$ cat config.mk
export PLATFORM = sky130hd
export DESIGN_NAME = hid_keyboard_report_tracker
export DESIGN_NICKNAME = d
export VERILOG_FILES = /design/src/hkrt_pkg.sv /design/src/hid_keyboard_report_tracker.sv /design/src/hkrt_report_update.sv
export VERILOG_INCLUDE_DIRS = /design/src /design/src/src
export SDC_FILE = /design/constraint.sdc
export NUM_CORES = 1
export LEC_CHECK = 0
export BUFFER_PORTS_ARGS = -buffer_cell sky130_fd_sc_hd__clkbuf_2
export CORE_MARGIN = 2
export CORE_UTILIZATION = 50
export CTS_CLUSTER_DIAMETER = 100
export DETAILED_ROUTE_END_ITERATION = 8
export GPL_TIMING_DRIVEN = 0
export PLACE_DENSITY = 0.81
export SYNTH_ARGS = -nofsm -noshare
export SYNTH_HDL_FRONTEND = slang
export SYNTH_SLANG_ARGS = --single-unit
$ cat constraint.sdc
create_clock -name clk -period 4.1 [get_ports clk]
set_input_delay 0.615 -clock clk [delete_from_list [all_inputs] [get_ports clk]]
set_output_delay 0.615 -clock clk [all_outputs]
set_load 0.005 [all_outputs]
$ cat src/hid_keyboard_report_tracker_assert.svh
// assertion macros for the hid keyboard report tracker
// depends on a clock named clk and an active-low reset named rst_n in the using module
`ifndef HID_KEYBOARD_REPORT_TRACKER_ASSERT_SVH
`define HID_KEYBOARD_REPORT_TRACKER_ASSERT_SVH

`ifndef SYNTH
// same-cycle implication
`define HKRT_ASSERT_SAME(label, ante, cons) \
  label: assert property (@(posedge clk) disable iff (!rst_n) (ante) |-> (cons)) \
    else $error("hkrt assertion failed");
// next-cycle implication
`define HKRT_ASSERT_NEXT(label, ante, cons) \
  label: assert property (@(posedge clk) disable iff (!rst_n) (ante) |=> (cons)) \
    else $error("hkrt assertion failed");
`else
`define HKRT_ASSERT_SAME(label, ante, cons)
`define HKRT_ASSERT_NEXT(label, ante, cons)
`endif

`endif

$ cat src/hkrt_pkg.sv
// shared types and constants for the hid keyboard report tracker
// no dependencies
package hkrt_pkg;

  typedef logic [7:0] hkrt_code_t;

  // request kinds
  localparam logic REQ_PRESS   = 1'b0;
  localparam logic REQ_RELEASE = 1'b1;

  // modifier usage code range
  localparam hkrt_code_t MOD_FIRST = 8'hE0;
  localparam hkrt_code_t MOD_LAST  = 8'hE7;
  localparam hkrt_code_t CODE_NONE = 8'h00;

  // one key event as held in the input register
  typedef struct packed {
    logic       req_type;
    hkrt_code_t keycode;
  } hkrt_event_t;

endpackage

$ cat src/hid_keyboard_report_tracker.sv
// hid keyboard report tracker: an accepted event passes the input register, then the report
// registers and out_strobe; one event per cycle while busy is low, set by the input register
// and the slot update. the receiver cannot stall; busy is high only during synchronous reset
// and the cycle after. reset clears the modifier byte and empties all key slots.
// depends on hkrt_pkg, hkrt_report_update and hid_keyboard_report_tracker_assert.svh
module hid_keyboard_report_tracker #(
  parameter int SLOT_COUNT = 6
) (
  input  logic                 clk,
  input  logic                 rst_n,
  input  logic                 start,
  output logic                 busy,
  input  logic                 in_req_type,
  input  hkrt_pkg::hkrt_code_t in_keycode,
  output logic                 out_strobe,
  output hkrt_pkg::hkrt_code_t out_modifier_byte,
  output hkrt_pkg::hkrt_code_t out_key_slot_0,
  output hkrt_pkg::hkrt_code_t out_key_slot_1,
  output hkrt_pkg::hkrt_code_t out_key_slot_2,
  output hkrt_pkg::hkrt_code_t out_key_slot_3,
  output hkrt_pkg::hkrt_code_t out_key_slot_4,
  output hkrt_pkg::hkrt_code_t out_key_slot_5
);
  import hkrt_pkg::*;
  `include "hid_keyboard_report_tracker_assert.svh"

  localparam int OUT_SLOTS = 6;

  logic                         busy_r;
  logic                         in_valid_r;
  hkrt_event_t                  ev_r;
  logic                         out_strobe_r;
  hkrt_code_t                   mod_r;
  hkrt_code_t                   mod_nxt;
  hkrt_code_t [SLOT_COUNT-1:0]  slots_r;
  hkrt_code_t [SLOT_COUNT-1:0]  slots_nxt;
  hkrt_code_t [OUT_SLOTS-1:0]   out_slots;

  // busy only around reset
  always_ff @(posedge clk) begin
    if (!rst_n) begin
      busy_r <= 1'b1;
    end else begin
      busy_r <= 1'b0;
    end
  end

  assign busy = busy_r;

  // input register
  always_ff @(posedge clk) begin
    if (!rst_n) begin
      in_valid_r <= 1'b0;
    end else begin
      in_valid_r <= start && !busy_r;
    end
  end

  always_ff @(posedge clk) begin
    if (start && !busy_r) begin
      ev_r.req_type <= in_req_type;
      ev_r.keycode  <= in_keycode;
    end
  end

  // next report
  hkrt_report_update #(
    .SLOT_COUNT(SLOT_COUNT)
  ) u_update (
    .ev        (ev_r),
    .mod_cur   (mod_r),
    .slots_cur (slots_r),
    .mod_nxt   (mod_nxt),
    .slots_nxt (slots_nxt)
  );

  // report state doubles as the result register
  always_ff @(posedge clk) begin
    if (!rst_n) begin
      out_strobe_r <= 1'b0;
      mod_r        <= CODE_NONE;
      slots_r      <= '0;
    end else begin
      out_strobe_r <= in_valid_r;
      if (in_valid_r) begin
        mod_r   <= mod_nxt;
        slots_r <= slots_nxt;
      end
    end
  end

  // map stored slots onto the six result ports
  generate
    for (genvar j = 0; j < OUT_SLOTS; j++) begin : g_out
      if (j < SLOT_COUNT) begin : g_used
        assign out_slots[j] = slots_r[j];
      end else begin : g_unused
        assign out_slots[j] = CODE_NONE;
      end
    end
  endgenerate

  assign out_strobe        = out_strobe_r;
  assign out_modifier_byte = mod_r;
  assign out_key_slot_0    = out_slots[0];
  assign out_key_slot_1    = out_slots[1];
  assign out_key_slot_2    = out_slots[2];
  assign out_key_slot_3    = out_slots[3];
  assign out_key_slot_4    = out_slots[4];
  assign out_key_slot_5    = out_slots[5];

  // every result comes from an event held in the input register in the cycle before
  `HKRT_ASSERT_SAME(a_strobe_has_event, out_strobe_r, $past(in_valid_r))
  // every registered event produces a result
  `HKRT_ASSERT_NEXT(a_event_gives_strobe, in_valid_r, out_strobe_r)
  // a modifier event leaves the key slots alone
  `HKRT_ASSERT_NEXT(a_mod_keeps_slots,
    in_valid_r && (ev_r.keycode >= MOD_FIRST) && (ev_r.keycode <= MOD_LAST),
    $stable(slots_r))
  // the report only changes when a result is shown
  `HKRT_ASSERT_NEXT(a_report_changes_with_strobe, !in_valid_r,
    $stable(mod_r) && $stable(slots_r))

endmodule

$ cat src/hkrt_report_update.sv
// next-report logic: applies one key event to the modifier byte and key slots
// depends on hkrt_pkg
module hkrt_report_update #(
  parameter int SLOT_COUNT = 6
) (
  input  hkrt_pkg::hkrt_event_t                ev,
  input  hkrt_pkg::hkrt_code_t                 mod_cur,
  input  hkrt_pkg::hkrt_code_t [SLOT_COUNT-1:0] slots_cur,
  output hkrt_pkg::hkrt_code_t                 mod_nxt,
  output hkrt_pkg::hkrt_code_t [SLOT_COUNT-1:0] slots_nxt
);
  import hkrt_pkg::*;

  logic                  is_mod;
  logic                  code_zero;
  logic [7:0]            mod_bit;
  logic [SLOT_COUNT-1:0] hit;
  logic [SLOT_COUNT-1:0] empty;
  logic [SLOT_COUNT-1:0] wr_sel;
  logic                  any_hit;
  logic                  any_empty;
  logic                  upper_empty;

  assign is_mod    = (ev.keycode >= MOD_FIRST) && (ev.keycode <= MOD_LAST);
  assign code_zero = (ev.keycode == CODE_NONE);
  assign mod_bit   = 8'b1 << ev.keycode[2:0];

  // per-slot compares
  always_comb begin
    for (int i = 0; i < SLOT_COUNT; i++) begin
      hit[i]   = (slots_cur[i] == ev.keycode);
      empty[i] = (slots_cur[i] == CODE_NONE);
    end
  end

  assign any_hit   = |hit;
  assign any_empty = |empty;

  // highest empty slot wins, slot 0 when full
  always_comb begin
    upper_empty = 1'b0;
    for (int i = SLOT_COUNT - 1; i >= 0; i--) begin
      wr_sel[i]   = empty[i] && !upper_empty;
      upper_empty = upper_empty || empty[i];
    end
    if (!any_empty) begin
      wr_sel[0] = 1'b1;
    end
  end

  // modifier byte
  always_comb begin
    mod_nxt = mod_cur;
    if (is_mod) begin
      if (ev.req_type == REQ_RELEASE) begin
        mod_nxt = mod_cur & ~mod_bit;
      end else begin
        mod_nxt = mod_cur | mod_bit;
      end
    end
  end

  // key slots
  always_comb begin
    slots_nxt = slots_cur;
    if (!is_mod && !code_zero) begin
      if (ev.req_type == REQ_RELEASE) begin
        for (int i = 0; i < SLOT_COUNT; i++) begin
          if (hit[i]) begin
            slots_nxt[i] = CODE_NONE;
          end
        end
      end else if (!any_hit) begin
        for (int i = 0; i < SLOT_COUNT; i++) begin
          if (wr_sel[i]) begin
            slots_nxt[i] = ev.keycode;
          end
        end
      end
    end
  end

endmodule

; ---- Word level (Yosys, flattened, before mapping)
; Cells that the tools add are included.
[totals]
elab_cells = 90
input_bits = 12
out_inout_bits = 58
ff_bits = 68
[op_classes]
shifts = 1
muxes = 17
eq_ne = 13
bitwise_logic = 3
n_reduce_logical = 42
order_cmp = 2
[ops]
columns = operator, count
row1 = two-way mux 8 bit, 13
row2 = two-way mux 48 bit, 2
row3 = logical NOT 8 bit, 7
row4 = == test 8 bit, 6
row5 = AND reduction 5 bit, 6
row6 = != test 2 x 1 -> 1 bit (second input constant), 6
row7 = nonzero test 2 bit, 6
row8 = OR reduction 6 bit, 2
row9 = AND 8 bit, 1
row10 = greater-or-equal comparator 8 bit (second input constant), 1
row11 = <= comparator 8 bit (second input constant), 1
row12 = logical AND 1 bit, 8
row13 = logical NOT 1 bit, 8
row14 = NOT 8 bit, 1
row15 = bitwise OR 8 bit, 1
row16 = << shifter 1 x 3 -> 8 bit (first input constant), 1
row17 = logical OR 1 bit, 4
row18 = two-way mux 1 bit, 2
row19 = != test 2 bit (second input constant), 1
row20 = AND reduction 2 bit, 1

; ---- Logic depth before layout (Yosys ltp)
; Gate-level depths: netlist (run 1).
[depth]
depth_word = 11
mapped_depth = 10
ltp_nobuf = 6

; ---- Cells and area by module
; Synthesis (run 1) repeated with hierarchy kept, for this count alone.
[hier_totals]
hier_cells = 480
hier_area_um2 = 4181.5
[by_module_without_submodules]
columns = module, n_inst, cells_per_inst, seq_area_each_um2, area_per_inst_um2
row1 = hid_keyboard_report_tracker, 1, 197, 1451.4, 2378.5
row2 = hkrt_report_update, 1, 283, 0.0, 1803.0

; ---- Worst setup path before layout (run 1)
; OpenSTA, ideal clock, no wires.
[synth_path]
path_kind = reg-to-reg
startpoint = register ev_r[6] (netlist name)
endpoint = register slots_r, in the netlist out_key_slot_4[0]
path_stages_with_launch = 10
slack_ps = 2018
arrival_time_ps = 1965
required_time_ps = 3983
synth_period_minus_slack_ps = 2082
path_cell_list = edfxtp_1 > buf_6 > xor2_1 > nor4_2 > nand2_1 > and4_4 > buf_6 > and4_4 > buf_6 > a32o_1
[synth_between]
elab_chain_cells = 5
[synth_lines]
columns = item, line
row1 = start: declaration, hid_keyboard_report_tracker.sv:31  ; hkrt_event_t ev_r;
row2 = greater-or-equal comparator 8 bit / <= comparator 8 bit (equally long branches), hkrt_report_update.sv:24  ; assign is_mod = (ev.keycode >= MOD_FIRST) && (ev.keycode <= MOD_LAST);
row3 = logical AND 1 bit, hkrt_report_update.sv:24
row4 = logical NOT 1 bit, hkrt_report_update.sv:66  ; if (!is_mod && !code_zero) begin
row5 = logical AND 1 bit, hkrt_report_update.sv:66
row6 = AND reduction 5 bit (no source line) *, --
row7 = end signal: assignment, hid_keyboard_report_tracker.sv:87  ; slots_r <= slots_nxt;
row8 = end: declaration, hid_keyboard_report_tracker.sv:35  ; hkrt_code_t [SLOT_COUNT-1:0] slots_r;
; Every way passes the cells marked *; elsewhere a longest branch is shown, timed or not.
; A chain may end at the register's enable or synchronous reset.

; ---- Worst setup path after layout (run 1)
[layout_path]
startpoint = register ev_r[1] (netlist name)
endpoint = register slots_r, in the netlist out_key_slot_1[2]
; The elaborated chain is that of the path after synthesis.

==> results.ini, run 1 <==
[global_routing]
grt_pass1_vias = 3203
grt_max_degree = 14
grt.total_usage = 0.270
antenna_found_initial = 0
gr-total-overflow = 0
grt_pass1_wl_um = 16200

[pwr]
power.total_mw = 1.40
p_int_mw = 1.04
vdd.ir_drop.worst_uv = 213
pwr-share-comb = 0.077
power_frac_seq = 0.494
p_leak_nw = 1.72
power_switching_mw = 0.360
swShare = 0.258
powerDensity_nw_per_um2 = 329
p_clk_frac = 0.429

[yosys]
synthArstFlopShare = 0
synth_ff_type = dfxtp_1
synth_cells = 384
syn_area_um2 = 3570
synth_area_per_cell_um2 = 9.29
syn_nets = 396
synthDistinctLibCells = 45
yosysSeqAreaShare = 0.407
synth_edf_count = 9
ys_ff_latch = 68
ys_warn_count = 0

[die]
pin_count = 70
core_area_um2 = 6830
fp.dieArea_um2 = 7820
die_w_um = 88.5
rows = 30
die_h_um = 88.5
initial_core_util = 0.522

[timing]
grt_setup_unrepaired = no
period_minus_slack_ns = 2.55
max_freq_ghz = 0.392
slew_violations = 0
worst_pin_slew_ns = 0.802
hold_viol = 0
setup_viol = 0
setup_tns_ns = 0
slew_headroom = 0.463
finalCritPeriodShare = 0.622
fin_skew_ns = 0.00895

[detailed_routing]
drc_errors = 0
vias = 3602
dr.pass1.iters = 5
drt-total-wl_um = 10400
postRouteAntennaNets = 0
drt_iter0_markers = 401
viasPerCell = 6.39
wl_per_cell_um = 18.4

[clock_network]
post-cts-setup-buffer-count = 0
max-clock-path-buffers = 2
holdBufCountCts = 0
cts-root-buf = clkbuf_8
clock_sinks = 68
cts_buffers = 9
clk_pin_slew_worst_paths_ns = 0.08
tritoncts = yes
htreeDepth = 3
clk_latency_ns = 0.36
cts_resized = 0

[setup_path]
crit_type = register to register
end_kind = register
crit_fanout = 10
start_kind = register
critPathRequiredTime_ns = 4.37
arrival_ns = 2.82
path_cells = buf_2 -> nor2_1 -> a21oi_2 -> o311ai_2 -> clkbuf_1 -> o21ai_0 -> o211ai_1
critPathBufInv = 2
slowest_stage = o311ai_2
cpLargestDelayFamily = compound AO/OA/AOI/OAI gates
cpPeakStageDelay_ns = 0.52

[placed_design]
gp_congestion = 0.968
dpl.hpwl_um = 7280
dpl-instance-area_um2 = 4030
numPortBuffers = 68

[run]
maxCapViolations = 0

[final_layout]
area_growth_pct = 19.0
drive_above_1_share = 0.246
final_common_cell = clkbuf_2
fin_area_um2 = 4240
fin_nets = 475
layout_common_cells = clkbuf_2, dfxtp_1, nand3_1, xor2_1, nand2_1
diodes = 0

[status]
status = completed

[min_path]
hp-class = primary input to register

power groups by stage:
stage                     Combinational [mW]  Sequential (mW)  Clock, mW
after floorplan                       0.0714            0.704          0
after global placement                 0.101            0.705          0
after detailed placement               0.103            0.705          0
after CTS                              0.104            0.690      0.605
after global routing                   0.114            0.691      0.643
final                                  0.108            0.690      0.599
area by class of cell:
type / instances / area [um^2]
plain buffers: 32 / 193
clock buffers: 10 / 149
clock inverters: 6 / 67.6
fillers: 606 / 2590
inverters: 8 / 30.0
multi-input cells: 276 / 1890
flip-flops and latches: 68 / 1450
well taps: 96 / 120
repair buffers: 68 / 340
stage by stage:
stage | utilization | std cells | hold WS [ns] | setup WS, ns
floorplan | - | 384 | 0.484 | 2.02
global placement | 0.589 | 548 | 0.486 | 1.74
detailed placement | 0.589 | 548 | 0.491 | 1.65
CTS | 0.621 | 564 | 0.421 | 1.64
global route | 0.621 | 564 | 0.413 | 1.45
finish | 0.621 | 564 | 0.430 | 1.55
logic make-up (layout without fill, tap and decap cells):
logic type / after synthesis / after routing / share of synthesized area
AOI/OAI and AO/OA: 80 / 80 / 0.184
xor gates and xnor gates: 48 / 48 / 0.118
buffers and inverters: 40 / 124 / 0.0625
DFF: 68 / 68 / 0.407
and+or+nand+nor: 148 / 148 / 0.229
path summary, 6_finish.rpt:
check                                       start                             end  cells after the start  slack (ns)
worst max-delay path            ev_r[1]$_DFFE_PP_  out_key_slot_1[2]$_SDFFE_PN0P_                      7        1.55
worst min-delay path                in_keycode[4]               ev_r[4]$_DFFE_PP_                      1        0.43
worst max register to register  ev_r[1]$_DFFE_PP_  out_key_slot_1[2]$_SDFFE_PN0P_                      7        1.55
worst min register to register           register                        register                      2        0.50
cells in the mapped netlist (all sizes together), types with 2 or more instances:
| cell type | n | area share |
|---|---|---|
| edfxtp | 9 | 0.076 |
| nand4b | 3 | 0.0074 |
| o21ai | 7 | 0.0098 |
| o31a | 6 | 0.015 |
| a311oi | 4 | 0.0098 |
| inv | 7 | 0.0074 |
| a21o | 7 | 0.015 |
| o221ai | 2 | 0.0049 |
| xnor2 | 8 | 0.020 |
| or4 | 2 | 0.0042 |
| nor4 | 21 | 0.046 |
| or2 | 2 | 0.0035 |
| o2111ai | 5 | 0.012 |
| nand2 | 26 | 0.027 |
| dfxtp | 59 | 0.33 |
| nor2b | 2 | 0.0035 |
| and4 | 3 | 0.0088 |
| a21oi | 9 | 0.014 |
| and2 | 3 | 0.0053 |
| a211oi | 4 | 0.0084 |
| o211ai | 8 | 0.017 |
| a32o | 24 | 0.067 |
| nor2 | 19 | 0.020 |
| xor2 | 40 | 0.098 |
| clkbuf | 13 | 0.014 |
| buf | 19 | 0.040 |
| and3 | 2 | 0.0035 |
| nand3 | 43 | 0.060 |
| nor3 | 9 | 0.014 |
| nand4 | 11 | 0.021 |
metal layers:
layer,vias to the layer above,part of all wire,GRT usage
li1,1613,-,-
met1,1753,0.42,0.378
met2,210,0.47,0.398
met3,26,0.085,0.0644
met4,0,0.021,0.120
met5,-,0,0
(Power assumes the default switching activity.)
==> inputs of run 2 (changes only) <==
- PLACE_DENSITY: 0.81 -> 0.84
- clock period: 4.1 -> 2.1 ns (I/O delays scaled with it)
==> results.ini, run 2 (same netlist as run 1, synthesis figures left out) <==
[die]
initial_core_util = 0.522  ; unchanged
fp.dieArea_um2 = 7820  ; unchanged
pin_count = 70  ; unchanged
die_w_um = 88.5  ; unchanged
rows = 30  ; unchanged
core_area_um2 = 6830  ; unchanged
die_h_um = 88.5  ; unchanged

[status]
status = complete, but fails checks  ; was completed
violations = design-rule violations, negative setup slack

[pwr]
p_leak_nw = 2.20  ; was 1.72 nW
power_switching_mw = 0.825  ; was 0.360 mW
swShare = 0.270  ; was 0.258
power_frac_seq = 0.443  ; was 0.494
powerDensity_nw_per_um2 = 577  ; was 329 nW/um^2
vdd.ir_drop.worst_uv = 600  ; was 213 uV
p_int_mw = 2.23  ; was 1.04 mW
pwr-share-comb = 0.119  ; was 0.077
p_clk_frac = 0.438  ; was 0.429

[timing]
worst_pin_slew_ns = 0.804  ; was 0.802 ns
finalCritPeriodShare = 1.10  ; was 0.622
grt_setup_unrepaired = yes  ; was no
fin_skew_ns = 0.0135  ; was 0.00895 ns
fin_ws_ns = -0.218  ; was 1.55 ns
slew_headroom = 0.463  ; about the same
setup_viol = 48  ; was 0
max_freq_ghz = 0.431  ; was 0.392 GHz
slew_violations = 0  ; unchanged
period_minus_slack_ns = 2.32  ; was 2.55 ns
hold_viol = 0  ; unchanged

[final_layout]
layout_common_cells = clkbuf_2, dfxtp_1, buf_4, nand3_1, buf_6  ; was clkbuf_2, dfxtp_1, nand3_1, xor2_1, nand2_1
final_common_cell = clkbuf_2  ; unchanged
diodes = 0  ; unchanged
utilization = 0.774  ; was 0.621
fin_nets = 543  ; was 475
fin_area_um2 = 5290  ; was 4240 um^2
fillers = 405  ; was 606
multiInputGateArea_um2 = 2200  ; was 1890 um^2
drive_above_1_share = 0.418  ; was 0.246
area_growth_pct = 48.4  ; was 19.0%
regArea_um2 = 1450  ; unchanged

[setup_path]
crit_fanout = 5  ; was 10
crit_start = ev_r[5]$_DFFE_PP_  ; was ev_r[1]$_DFFE_PP_
ff2ff_setup_slack_ns = -0.22  ; was 1.55 ns
arrival_ns = 2.63  ; was 2.82 ns
r2r_cells = 11  ; was 7
critPathRequiredTime_ns = 2.42  ; was 4.37 ns
crit_type = register to register  ; unchanged
r2r_start = ev_r[5]$_DFFE_PP_  ; was ev_r[1]$_DFFE_PP_
worstReg2RegEnd = out_key_slot_2[7]$_SDFFE_PN0P_  ; was out_key_slot_1[2]$_SDFFE_PN0P_
end_kind = register  ; unchanged
start_kind = register  ; unchanged

[run]
maxCapViolations = 0  ; unchanged

[clock_network]
cts_buffers = 9  ; unchanged
holdBufCountCts = 0  ; unchanged
max-clock-path-buffers = 2  ; unchanged
clk_pin_slew_worst_paths_ns = 0.08  ; about the same
tritoncts = yes  ; unchanged
clk_latency_ns = 0.38  ; was 0.36 ns
htreeDepth = 3  ; unchanged
cts-root-buf = clkbuf_8  ; unchanged
clock_sinks = 68  ; unchanged

[detailed_routing]
drc_errors = 28  ; was 0
viasPerCell = 6.99  ; was 6.39
wl_per_cell_um = 24.9  ; was 18.4 um
vias = 4418  ; was 3,602
dr.pass1.iters = 9  ; was 5
drt_iter0_markers = 612  ; was 401
postRouteAntennaNets = 0  ; unchanged
drt-total-wl_um = 15700  ; was 10,400 um

[min_path]
hp-class = primary input to register  ; unchanged
hold_start = in_keycode[0]  ; was in_keycode[4]
min_path_cells = 1  ; unchanged
min_to = ev_r[0]$_DFFE_PP_  ; was ev_r[4]$_DFFE_PP_

[placed_design]
dpl.hpwl_um = 7160  ; was 7280 um
numPortBuffers = 68  ; unchanged
dpl-instance-area_um2 = 4030  ; unchanged
gp_congestion = 0.923  ; was 0.968

[global_routing]
grt_pass1_wl_um = 18600  ; was 16,200 um
antenna_found_initial = 0  ; unchanged
grt_pass1_vias = 3601  ; was 3,203
grt.total_usage = 0.317  ; was 0.270
grt_max_degree = 14  ; unchanged
gr-total-overflow = 0  ; unchanged

[run 2: changes by cell type in the layout (fill, tap and decap cells not counted), sizes merged]
cell      change
buf          +68
bufinv        +1
clkinv        +1
clkinvlp      -1
inv           -1
[run 2: through the flow]
stage          hold slack, ns  TNS, ns  cells  setup WS (ns)  total power, mW
2_1_floorplan           0.414        0    384         0.0177             1.51
3_3_place_gp            0.487    -6.49    548         -0.197             1.57
3_5_place_dp            0.493    -9.13    548         -0.255             1.58
4_1_cts                 0.112  -0.0282    591       -0.00994             2.90
5_1_grt                0.0954   -11.27    632         -0.309             3.11
6_report                0.105    -6.40    632         -0.218             3.05
[run 2: layout make-up]
type	instances	share of cell area
Clock buffer	10	0.0281
Sequential cell	68	0.274
Inverter	8	0.00568
Tap cell	96	0.0227
Buffer	29	0.0501
Multi-Input combinational cell	276	0.417
Timing Repair Buffer	139	0.185
Clock inverter	6	0.0177
[run 2: how the worst max path moves through the flow]
stage / endpoint / slack (ns)
final: out_key_slot_2[7]$_SDFFE_PN0P_ / -0.22
after detailed placement: out_key_slot_1[5]$_SDFFE_PN0P_ / -0.26
after CTS: out_key_slot_2[3]$_SDFFE_PN0P_ / -0.01
after global routing: out_key_slot_0[6]$_SDFFE_PN0P_ / -0.31
after floorplan: out_key_slot_4[0]$_SDFFE_PN0P_ / 0.02
after global placement: out_key_slot_5[1]$_SDFFE_PN0P_ / -0.20
[run 2: worst max-delay path, stage by stage (launching register included)]
cell and delay, ns:
edfxtp_1 0.43, buf_6 0.15, buf_6 0.10, buf_6 0.12, xor2_2 0.24, nor4_2 0.08, nand2_1 0.20, nand4b_1 0.15
buf_6 0.17, buf_6 0.13, or3_4 0.39, nand3_2 0.09
[run 2: timing repair]
item,in CTS,in global routing
endpoints found under the setup margin,48,48
cloned,0,4
setup buffers,32,37
resized for setup,38,85
pin swaps,17,52
endpoints found under the hold margin,0,0
[run 2: power groups by stage]
stage / clock (mW) / combinational, mW / sequential (mW)
3_5_place_dp: 0 / 0.201 / 1.38
2_1_floorplan: 0 / 0.139 / 1.37
6_report: 1.34 / 0.363 / 1.35
5_1_grt: 1.38 / 0.373 / 1.35
3_3_place_gp: 0 / 0.195 / 1.38
4_1_cts: 1.30 / 0.252 / 1.35
[run 2: metal layers]
| metal | routed length [um] | global-route usage | part of all wire | vias up |
|---|---|---|---|---|
| met5 | 0 | 0 | 0 | - |
| met4 | 1620 | 0.180 | 0.10 | 0 |
| met3 | 1990 | 0.104 | 0.13 | 188 |
| met2 | 6660 | 0.481 | 0.42 | 470 |
| met1 | 5470 | 0.396 | 0.35 | 2017 |
| li1 | - | - | - | 1743 |
==> inputs of run 3 (changes only) <==
- BUFFER_PORTS_ARGS: -buffer_cell sky130_fd_sc_hd__clkbuf_2 -> unset
- DONT_BUFFER_PORTS: unset -> 1
- PLACE_DENSITY: 0.84 -> 0.76
- SETUP_SLACK_MARGIN: unset -> 0.3
==> results.ini, run 3 (same netlist as run 1, synthesis figures left out) <==
[timing]
slew_violations = 0  ; unchanged
period_minus_slack_ns = 2.36  ; was 2.32 ns
setup_tns_ns = -6.66  ; was -6.40 ns
grt_setup_unrepaired = yes  ; unchanged
finalCritPeriodShare = 1.13  ; was 1.10
slew_headroom = 0.324  ; was 0.463
fin_skew_ns = 0.00764  ; was 0.0135 ns
setup_viol = 48  ; unchanged
fin_ws_ns = -0.264  ; was -0.218 ns
max_freq_ghz = 0.423  ; was 0.431 GHz
hold_viol = 0  ; unchanged
worst_pin_slew_ns = 1.01  ; was 0.804 ns

[final_layout]
fin_area_um2 = 4750  ; was 5290 um^2
layout.cells.non_filler = 551  ; was 632
layout_common_cells = dfxtp_1, xor2_1, buf_4, nand3_1, buf_6  ; was clkbuf_2, dfxtp_1, buf_4, nand3_1, buf_6
area_growth_pct = 33.3  ; was 48.4%
drive_above_1_share = 0.305  ; was 0.418
fillers = 465  ; was 405
fin_nets = 462  ; was 543
diodes = 0  ; unchanged
utilization = 0.696  ; was 0.774
final_common_cell = dfxtp_1  ; was clkbuf_2

[detailed_routing]
postRouteAntennaNets = 0  ; unchanged
dr.pass1.iters = 6  ; was 9
drt-total-wl_um = 12900  ; was 15,700 um
viasPerCell = 6.89  ; was 6.99
drc_errors = 0  ; was 28
vias = 3796  ; was 4,418
drt_iter0_markers = 490  ; was 612
wl_per_cell_um = 23.4  ; was 24.9 um

[placed_design]
gp_congestion = 0.951  ; was 0.923
dpl.cell_count = 480  ; was 548
dpl-instance-area_um2 = 3700  ; was 4030 um^2
numPortBuffers = 0  ; was 68
dpl.hpwl_um = 7150  ; was 7160 um

[global_routing]
grt.total_usage = 0.291  ; was 0.317
grt_max_degree = 13  ; was 14
gr-total-overflow = 0  ; unchanged
antenna_found_initial = 0  ; unchanged
grt_pass1_wl_um = 17100  ; was 18,600 um
grt_pass1_vias = 3274  ; was 3,601

[setup_path]
crit_fanout = 3  ; was 5
start_kind = register  ; unchanged
end_kind = register  ; unchanged
crit_start = ev_r[7]$_DFFE_PP_  ; was ev_r[5]$_DFFE_PP_
crit_type = register to register  ; unchanged
arrival_ns = 2.67  ; was 2.63 ns
r2r_start = ev_r[7]$_DFFE_PP_  ; was ev_r[5]$_DFFE_PP_
critPathRequiredTime_ns = 2.40  ; was 2.42 ns
r2r_cells = 9  ; was 11
ff2ff_setup_slack_ns = -0.26  ; was -0.22 ns
worstReg2RegEnd = out_key_slot_2[5]$_SDFFE_PN0P_  ; was out_key_slot_2[7]$_SDFFE_PN0P_

[die]
core_area_um2 = 6830  ; unchanged
pin_count = 70  ; unchanged
rows = 30  ; unchanged
die_w_um = 88.5  ; unchanged
die_h_um = 88.5  ; unchanged
fp.dieArea_um2 = 7820  ; unchanged
initial_core_util = 0.522  ; unchanged

[min_path]
min_to = ev_r[1]$_DFFE_PP_  ; was ev_r[0]$_DFFE_PP_
hold_start = in_keycode[1]  ; was in_keycode[0]
hp-class = primary input to register  ; unchanged
min_path_cells = 0  ; was 1

[clock_network]
max-clock-path-buffers = 2  ; unchanged
holdBufCountCts = 0  ; unchanged
clock_sinks = 68  ; unchanged
tritoncts = yes  ; unchanged
clk_pin_slew_worst_paths_ns = 0.07  ; was 0.08 ns
cts_buffers = 9  ; unchanged
clk_latency_ns = 0.37  ; was 0.38 ns
cts-root-buf = clkbuf_8  ; unchanged
htreeDepth = 3  ; unchanged

[status]
status = complete, but fails checks  ; unchanged
violations = negative setup slack  ; was design-rule violations, negative setup slack

[pwr]
vdd.ir_drop.worst_uv = 420  ; was 600 uV
p_leak_nw = 1.79  ; was 2.20 nW
powerDensity_nw_per_um2 = 552  ; was 577 nW/um^2

[run]
maxCapViolations = 0  ; unchanged

## run 3: metrics by stage
stage / setup WS, ns / hold WS [ns] / power (mW)
floorplan: 0.0520 / 0.414 / 1.52
CTS: -0.0814 / 0.0418 / 2.55
finish: -0.264 / 0.0411 / 2.62
detailed placement: -0.266 / 0.414 / 1.57
global route: -0.323 / 0.0305 / 2.69
global placement: -0.227 / 0.414 / 1.56
## run 3: layout make-up
cell class / instances / area, um^2 / share of cell area
buffer: 32 / 275 / 0.0579
sequential: 68 / 1450 / 0.305
timing repair buffer: 55 / 526 / 0.111
inverter: 8 / 30.0 / 0.00632
clock inverter: 6 / 40.0 / 0.00843
clock buffer: 10 / 138 / 0.0290
tap: 96 / 120 / 0.0253
multi-input combinational: 276 / 2170 / 0.457
## run 3: critical path, stage by stage (launching register included)
cell	delay [ns]
edfxtp_1	0.48
buf_4	0.18
xor2_1	0.23
nor4_2	0.10
nand2_1	0.15
buf_6	0.14
nand4b_1	0.18
buf_4	0.21
or4_1	0.53
nand3_1	0.10
## run 3: where the power goes
part	internal (mW)	total (mW)	switching, mW
clock	0.457	0.976	0.519
combinational	0.114	0.297	0.183
sequential	1.33	1.35	0.0181
total	1.90	2.62	0.720
## run 3: worst max-delay path by stage
stage | endpoint | slack (ns) | cells after the start
after detailed placement | out_key_slot_2[0]$_SDFFE_PN0P_ | -0.27 | 8
after floorplan | out_key_slot_4[0]$_SDFFE_PN0P_ | 0.05 | 8
after CTS | out_key_slot_4[3]$_SDFFE_PN0P_ | -0.08 | 9
final | out_key_slot_2[5]$_SDFFE_PN0P_ | -0.26 | 9
after global routing | out_key_slot_2[5]$_SDFFE_PN0P_ | -0.32 | 9
after global placement | out_key_slot_5[6]$_SDFFE_PN0P_ | -0.23 | 8
## run 3: metal layers
layer,part of all wire,wire [um],track usage,vias up
met5,0,0,0,-
met4,0.067,860,0.149,0
met2,0.45,5840,0.446,331
met3,0.12,1560,0.0868,108
li1,-,-,-,1584
met1,0.36,4630,0.373,1773
## run 3: what timing repair did
action | CTS | global route
gates resized for setup | 59 | 41
endpoints found under the setup margin | 48 | 55
gates cloned | 4 | 1
buffers inserted | 31 | 19
pin swaps | 49 | 40
